<file path="src/hw/rtl/dwis_pkg.sv">
package dwis_pkg;

  // Field widths of the transaction ports.
  localparam int unsigned EntryW  = 4;
  localparam int unsigned WeightW = 16;
  localparam int unsigned RandomW = 32;
  localparam int unsigned CountW  = 5;
  localparam int unsigned IndexW  = 4;

  // Depth of the queue between the front end and the sampling engine.
  // Kept at a power of two so that the pointers wrap on their own.
  localparam int unsigned QueueDepth = 2;
  localparam int unsigned QueuePtrW  = $clog2(QueueDepth);
  localparam int unsigned QueueCntW  = $clog2(QueueDepth + 1);

  // Operation carried by one input transaction.
  typedef enum logic {
    OP_LOAD   = 1'b0,
    OP_SAMPLE = 1'b1
  } op_e;

  // Classified operation as it travels through the queue.
  typedef struct packed {
    op_e                code;
    logic [EntryW-1:0]  entry;
    logic [WeightW-1:0] weight;
    logic [RandomW-1:0] rnd;
  } op_t;

  // Sampling engine states.
  typedef enum logic [2:0] {
    ST_IDLE,
    ST_LOAD,
    ST_MUL,
    ST_WALK,
    ST_DONE
  } state_e;

endpackage

</file>
<file path="src/hw/rtl/dwis_front.sv">
module dwis_front import dwis_pkg::*; #(
  parameter int unsigned MAX_SOURCES = 16
) (
  input  logic               clk_i,
  input  logic               rst_ni,
  input  logic               in_valid_i,
  output logic               in_ready_o,
  input  logic               kind_i,
  input  logic [EntryW-1:0]  entry_i,
  input  logic [WeightW-1:0] weight_i,
  input  logic [RandomW-1:0] random_value_i,
  output logic               push_valid_o,
  input  logic               push_ready_i,
  output op_t                push_data_o
);

  logic fr_vld_q;
  op_t  fr_op_q;
  op_t  op;
  logic keep;

  // Classify the incoming transaction. A load to an entry beyond the table is dropped here.
  always_comb begin
    op.code   = op_e'(kind_i);
    op.entry  = entry_i;
    op.weight = weight_i;
    op.rnd    = random_value_i;
    keep      = (op.code == OP_SAMPLE) || (32'(entry_i) < MAX_SOURCES);
  end

  // The holding register frees up whenever the queue takes its content.
  assign in_ready_o   = !fr_vld_q || push_ready_i;
  assign push_valid_o = fr_vld_q;
  assign push_data_o  = fr_op_q;

  // Valid flag of the holding register.
  always_ff @(posedge clk_i or negedge rst_ni) begin
    if (!rst_ni) begin
      fr_vld_q <= 1'b0;
    end else if (in_ready_o) begin
      fr_vld_q <= in_valid_i && keep;
    end
  end

  // Payload of the holding register.
  always_ff @(posedge clk_i) begin
    if (in_valid_i && in_ready_o) begin
      fr_op_q <= op;
    end
  end

endmodule

</file>
<file path="src/hw/rtl/dwis_queue.sv">
module dwis_queue import dwis_pkg::*; (
  input  logic clk_i,
  input  logic rst_ni,
  input  logic push_valid_i,
  output logic push_ready_o,
  input  op_t  push_data_i,
  output logic pop_valid_o,
  input  logic pop_ready_i,
  output op_t  pop_data_o
);

  op_t                  slot_q [QueueDepth];
  logic [QueuePtrW-1:0] wr_ptr_q;
  logic [QueuePtrW-1:0] rd_ptr_q;
  logic [QueueCntW-1:0] cnt_q;
  logic                 push;
  logic                 pop;

  assign push_ready_o = (cnt_q != QueueCntW'(QueueDepth));
  assign pop_valid_o  = (cnt_q != '0);
  assign pop_data_o   = slot_q[rd_ptr_q];
  assign push         = push_valid_i && push_ready_o;
  assign pop          = pop_valid_o && pop_ready_i;

  // Pointers and fill count.
  always_ff @(posedge clk_i or negedge rst_ni) begin
    if (!rst_ni) begin
      wr_ptr_q <= '0;
      rd_ptr_q <= '0;
      cnt_q    <= '0;
    end else begin
      if (push) begin
        wr_ptr_q <= wr_ptr_q + QueuePtrW'(1);
      end
      if (pop) begin
        rd_ptr_q <= rd_ptr_q + QueuePtrW'(1);
      end
      if (push && !pop) begin
        cnt_q <= cnt_q + QueueCntW'(1);
      end else if (pop && !push) begin
        cnt_q <= cnt_q - QueueCntW'(1);
      end
    end
  end

  // Queue storage.
  always_ff @(posedge clk_i) begin
    if (push) begin
      slot_q[wr_ptr_q] <= push_data_i;
    end
  end

endmodule

</file>
<file path="src/hw/rtl/dwis_back.sv">
module dwis_back import dwis_pkg::*; #(
  parameter int unsigned MAX_SOURCES = 16,
  parameter int unsigned WEIGHT_BITS = 16,
  parameter int unsigned RANDOM_BITS = 32
) (
  input  logic              clk_i,
  input  logic              rst_ni,
  input  logic [CountW-1:0] source_count_i,
  input  logic              pop_valid_i,
  output logic              pop_ready_o,
  input  op_t               pop_data_i,
  output logic              out_valid_o,
  input  logic              out_ready_i,
  output logic [IndexW-1:0] pick_index_o,
  output logic              no_weight_o
);

  localparam int unsigned IdxW  = $clog2(MAX_SOURCES);
  localparam int unsigned TotW  = WEIGHT_BITS + IdxW;
  localparam int unsigned ProdW = RANDOM_BITS + TotW;

  state_e                 state_q, state_d;
  logic [WEIGHT_BITS-1:0] weight_mem [MAX_SOURCES];
  logic [MAX_SOURCES-1:0] wvld_q;
  logic [WEIGHT_BITS-1:0] rdata_q;
  logic                   rvld_q;
  logic [IdxW-1:0]        rd_addr;
  logic                   mem_we;

  logic [IdxW-1:0]        entry_q;
  logic [WEIGHT_BITS-1:0] weight_q;
  logic [RANDOM_BITS-1:0] rnd_q;
  logic [TotW-1:0]        total_q;
  logic [ProdW-1:0]       prod_q;
  logic [TotW-1:0]        cum_q;
  logic [IdxW-1:0]        idx_q;
  logic [IdxW-1:0]        res_idx_q;
  logic                   res_nw_q;
  logic                   out_vld_q;
  logic [IdxW-1:0]        out_idx_q;
  logic                   out_nw_q;

  logic [IdxW-1:0]        last_idx;
  logic [WEIGHT_BITS-1:0] rd_weight;
  logic [TotW-1:0]        cum_next;
  logic [TotW-1:0]        prod_hi;
  logic [RANDOM_BITS-1:0] prod_lo;
  logic                   hit;
  logic                   walk_end;
  logic                   out_free;

  // Last entry in use, with the count clamped to the table size.
  always_comb begin
    if (source_count_i == '0) begin
      last_idx = '0;
    end else if (32'(source_count_i) > MAX_SOURCES) begin
      last_idx = IdxW'(MAX_SOURCES - 1);
    end else begin
      last_idx = IdxW'(source_count_i - CountW'(1));
    end
  end

  // An entry never written reads as zero. One step of the cumulative walk and its compare.
  always_comb begin
    rd_weight = rvld_q ? rdata_q : '0;
    cum_next  = cum_q + TotW'(rd_weight);
    prod_hi   = prod_q[ProdW-1:RANDOM_BITS];
    prod_lo   = prod_q[RANDOM_BITS-1:0];
    hit       = (prod_hi < cum_next) || ((prod_hi == cum_next) && (prod_lo == '0));
    walk_end  = hit || (idx_q == last_idx);
    out_free  = !out_vld_q || out_ready_i;
  end

  // Next state.
  always_comb begin
    state_d = state_q;
    case (state_q)
      ST_IDLE: begin
        if (pop_valid_i) begin
          if (pop_data_i.code == OP_LOAD) begin
            state_d = ST_LOAD;
          end else if (total_q == '0) begin
            state_d = ST_DONE;
          end else begin
            state_d = ST_MUL;
          end
        end
      end
      ST_LOAD: state_d = ST_IDLE;
      ST_MUL:  state_d = ST_WALK;
      ST_WALK: begin
        if (walk_end) begin
          state_d = ST_DONE;
        end
      end
      ST_DONE: begin
        if (out_free) begin
          state_d = ST_IDLE;
        end
      end
      default: state_d = ST_IDLE;
    endcase
  end

  // Table port control and queue handshake.
  always_comb begin
    pop_ready_o = 1'b0;
    rd_addr     = '0;
    mem_we      = 1'b0;
    case (state_q)
      ST_IDLE: begin
        pop_ready_o = 1'b1;
        if (pop_data_i.code == OP_LOAD) begin
          rd_addr = IdxW'(pop_data_i.entry);
        end
      end
      ST_LOAD: mem_we = 1'b1;
      ST_WALK: begin
        rd_addr = (idx_q == last_idx) ? idx_q : idx_q + IdxW'(1);
      end
      default: rd_addr = '0;
    endcase
  end

  // Control state, running total, written flags and output register.
  always_ff @(posedge clk_i or negedge rst_ni) begin
    if (!rst_ni) begin
      state_q   <= ST_IDLE;
      total_q   <= '0;
      wvld_q    <= '0;
      out_vld_q <= 1'b0;
    end else begin
      state_q <= state_d;
      if (state_q == ST_LOAD) begin
        total_q         <= total_q - TotW'(rd_weight) + TotW'(weight_q);
        wvld_q[entry_q] <= 1'b1;
      end
      if (state_q == ST_DONE && out_free) begin
        out_vld_q <= 1'b1;
      end else if (out_ready_i) begin
        out_vld_q <= 1'b0;
      end
    end
  end

  // Weight table with a registered read port.
  always_ff @(posedge clk_i) begin
    if (mem_we) begin
      weight_mem[entry_q] <= weight_q;
    end
    rdata_q <= weight_mem[rd_addr];
    rvld_q  <= wvld_q[rd_addr];
  end

  // Datapath registers of the operation in progress.
  always_ff @(posedge clk_i) begin
    case (state_q)
      ST_IDLE: begin
        entry_q   <= IdxW'(pop_data_i.entry);
        weight_q  <= WEIGHT_BITS'(pop_data_i.weight);
        rnd_q     <= RANDOM_BITS'(pop_data_i.rnd);
        res_idx_q <= '0;
        res_nw_q  <= (total_q == '0);
        cum_q     <= '0;
        idx_q     <= '0;
      end
      ST_MUL: begin
        prod_q <= ProdW'(rnd_q) * ProdW'(total_q);
      end
      ST_WALK: begin
        cum_q <= cum_next;
        idx_q <= idx_q + IdxW'(1);
        if (walk_end) begin
          res_idx_q <= idx_q;
        end
      end
      default: begin
        cum_q <= cum_q;
      end
    endcase
    if (state_q == ST_DONE && out_free) begin
      out_idx_q <= res_idx_q;
      out_nw_q  <= res_nw_q;
    end
  end

  assign out_valid_o  = out_vld_q;
  assign pick_index_o = IndexW'(out_idx_q);
  assign no_weight_o  = out_nw_q;

  // A zero-total result always reports entry zero.
  a_nw_index: assert property (@(posedge clk_i) disable iff (!rst_ni)
    out_valid_o && no_weight_o |-> pick_index_o == '0)
    else $error("no_weight result with nonzero index");

  // The multiply only starts on a nonzero total.
  a_mul_total: assert property (@(posedge clk_i) disable iff (!rst_ni)
    state_q == ST_MUL |-> total_q != '0)
    else $error("sample multiply started with zero total");

  // The walk never passes the last entry in use.
  a_walk_bound: assert property (@(posedge clk_i) disable iff (!rst_ni)
    state_q == ST_WALK |-> idx_q <= last_idx)
    else $error("walk index beyond last entry in use");

  // A finished sample reaches the output register in the next cycle.
  a_done_out: assert property (@(posedge clk_i) disable iff (!rst_ni)
    state_q == ST_DONE && out_free |=> out_vld_q)
    else $error("finished sample not presented");

endmodule

</file>
<file path="src/hw/rtl/discrete_weighted_index_sampler.sv">
// A sample passes the front register, the queue, the multiply, one walk step per entry
// walked and the output register; on a zero total it skips the multiply and the walk.
// The engine finishes each sample or load before it pops the next from the queue, and the
// walk is paced by the single weight table read port, walked one entry a cycle.
// Reset: asynchronous active low; the table reads as zero, the total is zero and
// source_count is 1, with no clearing pass.
module discrete_weighted_index_sampler import dwis_pkg::*; #(
  parameter int unsigned MAX_SOURCES = 16,
  parameter int unsigned WEIGHT_BITS = 16,
  parameter int unsigned RANDOM_BITS = 32
) (
  input  logic               clk_i,
  input  logic               rst_ni,
  input  logic               cfg_we_i,
  input  logic [CountW-1:0]  cfg_wdata_i,
  input  logic               in_valid_i,
  output logic               in_ready_o,
  input  logic               kind_i,
  input  logic [EntryW-1:0]  entry_i,
  input  logic [WeightW-1:0] weight_i,
  input  logic [RandomW-1:0] random_value_i,
  output logic               out_valid_o,
  input  logic               out_ready_i,
  output logic [IndexW-1:0]  pick_index_o,
  output logic               no_weight_o
);

  logic [CountW-1:0] source_count_q;
  logic              push_valid;
  logic              push_ready;
  op_t               push_data;
  logic              pop_valid;
  logic              pop_ready;
  op_t               pop_data;

  // Configuration register.
  always_ff @(posedge clk_i or negedge rst_ni) begin
    if (!rst_ni) begin
      source_count_q <= CountW'(1);
    end else if (cfg_we_i) begin
      source_count_q <= cfg_wdata_i;
    end
  end

  // Front end: accepts and classifies transactions.
  dwis_front #(
    .MAX_SOURCES(MAX_SOURCES)
  ) u_front (
    .clk_i         (clk_i),
    .rst_ni        (rst_ni),
    .in_valid_i    (in_valid_i),
    .in_ready_o    (in_ready_o),
    .kind_i        (kind_i),
    .entry_i       (entry_i),
    .weight_i      (weight_i),
    .random_value_i(random_value_i),
    .push_valid_o  (push_valid),
    .push_ready_i  (push_ready),
    .push_data_o   (push_data)
  );

  // Queue decoupling the front end from the sampling engine.
  dwis_queue u_queue (
    .clk_i       (clk_i),
    .rst_ni      (rst_ni),
    .push_valid_i(push_valid),
    .push_ready_o(push_ready),
    .push_data_i (push_data),
    .pop_valid_o (pop_valid),
    .pop_ready_i (pop_ready),
    .pop_data_o  (pop_data)
  );

  // Sampling engine: table updates and the cumulative walk.
  dwis_back #(
    .MAX_SOURCES(MAX_SOURCES),
    .WEIGHT_BITS(WEIGHT_BITS),
    .RANDOM_BITS(RANDOM_BITS)
  ) u_back (
    .clk_i         (clk_i),
    .rst_ni        (rst_ni),
    .source_count_i(source_count_q),
    .pop_valid_i   (pop_valid),
    .pop_ready_o   (pop_ready),
    .pop_data_i    (pop_data),
    .out_valid_o   (out_valid_o),
    .out_ready_i   (out_ready_i),
    .pick_index_o  (pick_index_o),
    .no_weight_o   (no_weight_o)
  );

endmodule

</file>
<file path="config.mk">
export PLATFORM = sky130hd
export DESIGN_NAME = discrete_weighted_index_sampler
export DESIGN_NICKNAME = d
export VERILOG_FILES = /design/src/hw/rtl/dwis_pkg.sv /design/src/hw/rtl/dwis_front.sv /design/src/hw/rtl/dwis_queue.sv /design/src/hw/rtl/dwis_back.sv /design/src/hw/rtl/discrete_weighted_index_sampler.sv
export SDC_FILE = /design/constraint.sdc
export NUM_CORES = 2
export LEC_CHECK = 0
export ABC_AREA = 0
export BUFFER_PORTS_ARGS = -buffer_cell sky130_fd_sc_hd__buf_2
export CAP_MARGIN = 5
export CORE_UTILIZATION = 30
export DETAILED_ROUTE_END_ITERATION = 7
export PLACE_DENSITY = 0.51
export REMOVE_ABC_BUFFERS = 1
export SYNTH_ARGS = -nofsm -noshare
export SYNTH_HDL_FRONTEND = slang
export SYNTH_SLANG_ARGS = --single-unit
</file>
<file path="constraint.sdc">
create_clock -name clk_i -period 6.98 [get_ports clk_i]
set_clock_uncertainty 0.15 [all_clocks]
set_input_delay 0.698 -clock clk_i [delete_from_list [all_inputs] [get_ports clk_i]]
set_output_delay 0.698 -clock clk_i [all_outputs]
set_load 0.01 [all_outputs]
</file>
==> flow_metrics.env <==
export IMPL_status="finished clean"
export IMPL_track_usage_pct=15.4
export IMPL_die_height_um=393
export IMPL_slowest_delay_ns=0.60
export IMPL_avgSynthCellArea_um2=11.8
export IMPL_yosys_area_share_xor_xnor_pct=1.68
export IMPL_synthesis_area_um2=45900
export IMPL_syn_to_final_growth_pct=18.7
export IMPL_placed_area_um2=50800
export IMPL_core_um2=152000
export IMPL_ant_nets=0
export IMPL_grt_pass1_wl_um=183000
export IMPL_crit_type="reg2reg"
export IMPL_dp_cells=6126
export IMPL_fin_crit_ns=6.92
export IMPL_worstMarginPinSlew_ns=1.16
export IMPL_synth_top_area_share_pct=36.1
export IMPL_start_util_pct=30.2
export IMPL_rsz0062_at_grt="yes"
export IMPL_wl_per_cell_um=18.7
export IMPL_finalCritPeriodShare_pct=99.1
export IMPL_rr_endpoint="u_back.prod_q[41]"
export IMPL_grt_overflow=0
export IMPL_drt_first_pass_iters=5
export IMPL_crit_fanout=6
export IMPL_diodes=0
export IMPL_hpwlAfterDp_um=87500
export IMPL_ys_warn_count=0
export IMPL_crit_path_end_kind="flip-flop"
export IMPL_vias=28600
export IMPL_chipWidth_um=393
export IMPL_root_buffer="clkbuf_16"
export IMPL_synth_largest_area_cell="edfxtp_1"
export IMPL_drive_gt1_share_pct=18.5
export IMPL_cts_max_level=3
export IMPL_yosysMostFrequentCell="inv_1"
export IMPL_maxCapViolations=0
export IMPL_die_area_um2=155000
export IMPL_path_clk_slew_ns=0.06
export IMPL_max_freq_mhz=145
export IMPL_io_pins=70
export IMPL_crit_top_cell="fa_1"
export IMPL_yosysUniqueCellTypes=78
export IMPL_grt_pass1_vias=31100
export IMPL_ys_flop_type="edfxtp_1"
export IMPL_grt_max_degree=136
export IMPL_crit_slowest_cell="fa_2"
export IMPL_yosys_area_share_adder_pct=30.2
export IMPL_crit_arrival_ns=7.20
export IMPL_synth_compound_area_share_pct=4.46
export IMPL_min_to="u_front.push_data_o[28]"
export IMPL_synth_mux_area_share_pct=5.96
export IMPL_hold_ws_ns=0.0578
export IMPL_synth_top_family_by_area="adder cells"
export IMPL_reg2reg_depth=25
export IMPL_ys_seq_area_share_pct=39.6
export IMPL_vias_per_cell=4.54
export IMPL_cts_sinks=620
export IMPL_tritoncts="yes"
export IMPL_synthSimpleGateAreaFrac_pct=11.0
export IMPL_slew_headroom_pct=22.3
export IMPL_globalplace_congestion=0.840
export IMPL_fin_area_um2=54600
export IMPL_layout_cells_non_filler=6303
export IMPL_synth_edf_count=553
export IMPL_worstHoldStart="random_value_i[28]"
export IMPL_synth_area_top_cells="edfxtp_1, fa_1, ha_1"
export IMPL_wl_um=118000
export IMPL_hold_viol_final=0
export IMPL_antenna_found_initial=5
export IMPL_fp_row_count=143
export IMPL_numCtsBuffers=69
export IMPL_ys_top_cells_by_count="inv_1, edfxtp_1, fa_1, nand2_1, and2_1"
export IMPL_r2r_slack_ns=0.06
export IMPL_route_detailed_drc=0
export IMPL_worstSetupStartpointType="flip-flop"
export IMPL_min_path_cells=1
export IMPL_finalSetupViolCount=0
export IMPL_drt_iter0_markers=1350
export IMPL_clkLatencyLatePin_ns=0.68
export IMPL_maxSlewViolCount=0
export IMPL_worstPathRequired_ns=7.26
export IMPL_r2r_start="u_back.total_q[8]"
export IMPL_synthCells=3900
export IMPL_finalNetCount=5055
export IMPL_synth_seq_cells=620
export IMPL_hold_path_class="in2reg"
export IMPL_io_buffers=69
export IMPL_async_flop_share_pct=8.06
export IMPL_cts_buffer_depth=3
sequential cells by signal, indices dropped and copies added, names as in the netlist, 2 cells and up:
| register | flops |
|---|---|
| u_back.wvld_q | 16 |
| u_back.total_q | 20 |
| u_front.push_data_o | 53 |
| u_back.state_q | 3 |
| u_back.rnd_q | 32 |
| u_back.res_idx_q | 4 |
| u_back.weight_mem | 256 |
| u_back.rdata_q | 16 |
| u_back.pick_index_o | 4 |
| source_count_q | 5 |
| u_back.idx_q | 4 |
| u_queue.cnt_q | 2 |
| u_back.weight_q | 16 |
| u_back.cum_q | 20 |
| u_back.prod_q | 52 |
| u_back.entry_q | 4 |
| u_queue.slot_q | 106 |
layout by cell type (no fill, tap or decap), types with 14 or more instances in the layout:
master / Yosys / routed
edfxtp_1: 553 / 553
o21ai_0: 55 / 44
inv_2: 0 / 15
a22oi_1: 16 / 16
and2_1: 325 / 310
o221ai_1: 14 / 14
fa_1: 553 / 533
xnor2_1: 56 / 56
buf_2: 4 / 69
clkbuf_16: 0 / 72
inv_1: 642 / 627
buf_12: 1 / 36
a21o_1: 43 / 42
buf_4: 9 / 275
a21oi_1: 80 / 66
nand2_1: 421 / 412
and2_4: 0 / 15
nor3_1: 30 / 21
dfxtp_1: 17 / 17
dfrtp_1: 49 / 38
buf_6: 5 / 35
fa_2: 0 / 20
nor2_1: 95 / 92
xor2_1: 32 / 32
nand2b_1: 17 / 17
ha_1: 223 / 209
nand3_1: 25 / 24
mux2i_1: 177 / 177
mux2_2: 86 / 86
or2_2: 20 / 20
worst max-delay path: cells and delay by family, from the launching register on:
family | cells | cell delay, ns
adder cells (fa/ha/maj) | 8 | 3.85
AO/OA/AOI/OAI | 4 | 0.77
buffers and inverters | 6 | 0.72
AND/OR/NAND/NOR | 6 | 0.69
flip-flops | 1 | 0.47
XOR/XNOR | 1 | 0.05
area by class of cell:
type                    instances  area [um2]
fillers                     15000       97400
flip-flops and latches        620       18200
clock inverters                43         571
multi-input cells            2448       25200
inverters                     642        2410
repair buffers                435        3790
clock buffers                  85        1830
well taps                    2030        2540
cells by family (layout without fill, tap and decap cells):
| logic type | Yosys count | in the layout |
|---|---|---|
| xor+xnor | 88 | 88 |
| compound gates | 305 | 305 |
| fa+ha+maj | 777 | 777 |
| flops | 620 | 620 |
| simple gates | 1015 | 1015 |
| mux | 263 | 263 |
| buf+inv | 832 | 1205 |
metal layers:
layer | routed length, um | up-vias | share of wire (%) | GRT usage [%]
met5 | 7 | - | 0.0059 | 0
met4 | 2910 | 2 | 2.5 | 4.11
met3 | 3990 | 132 | 3.4 | 1.94
met2 | 57900 | 455 | 49 | 26.3
met1 | 53300 | 14700 | 45 | 20.4
li1 | - | 13300 | - | -
worst max path at each step:
stage / from / end / slack, ns / cells past startpoint
after floorplan: source_count_q[0] / u_back.rvld_q / -4.84 / 12
after global placement: u_back.rnd_q[12] / u_back.prod_q[51] / -0.37 / 25
after detailed placement: u_back.total_q[9] / u_back.prod_q[41] / -0.46 / 25
after CTS: u_back.total_q[8] / u_back.prod_q[41] / -0.06 / 27
after global routing: u_back.rnd_q[14] / u_back.prod_q[41] / -0.20 / 27
final: u_back.total_q[8] / u_back.prod_q[41] / 0.06 / 25
stage by stage:
| step | util [%] | TNS (ns) | worst slack (ns) |
|---|---|---|---|
| 6_report | 35.9 | 0 | 0.0636 |
| 5_1_grt | 35.9 | -0.818 | -0.205 |
| 4_1_cts | 35.2 | -0.0917 | -0.0576 |
| 3_5_place_dp | 33.4 | -3.78 | -0.458 |
| 3_3_place_gp | 33.4 | -3.03 | -0.367 |
| 2_1_floorplan | - | -76.21 | -4.84 |
repair_timing:
| item | CTS | global route |
|---|---|---|
| hold buffers | 13 | 0 |
| setup endpoints to repair | 19 | 29 |
| buffers inserted | 12 | 24 |
| pin swaps | 12 | 93 |
| gates cloned | 0 | 3 |
| endpoints found under the hold margin | 13 | 0 |
| gates resized for setup | 43 | 188 |
Power is left out: the tool's default activity adds up to more than one toggle a clock period on the data nets, which glitch-free logic cannot reach.
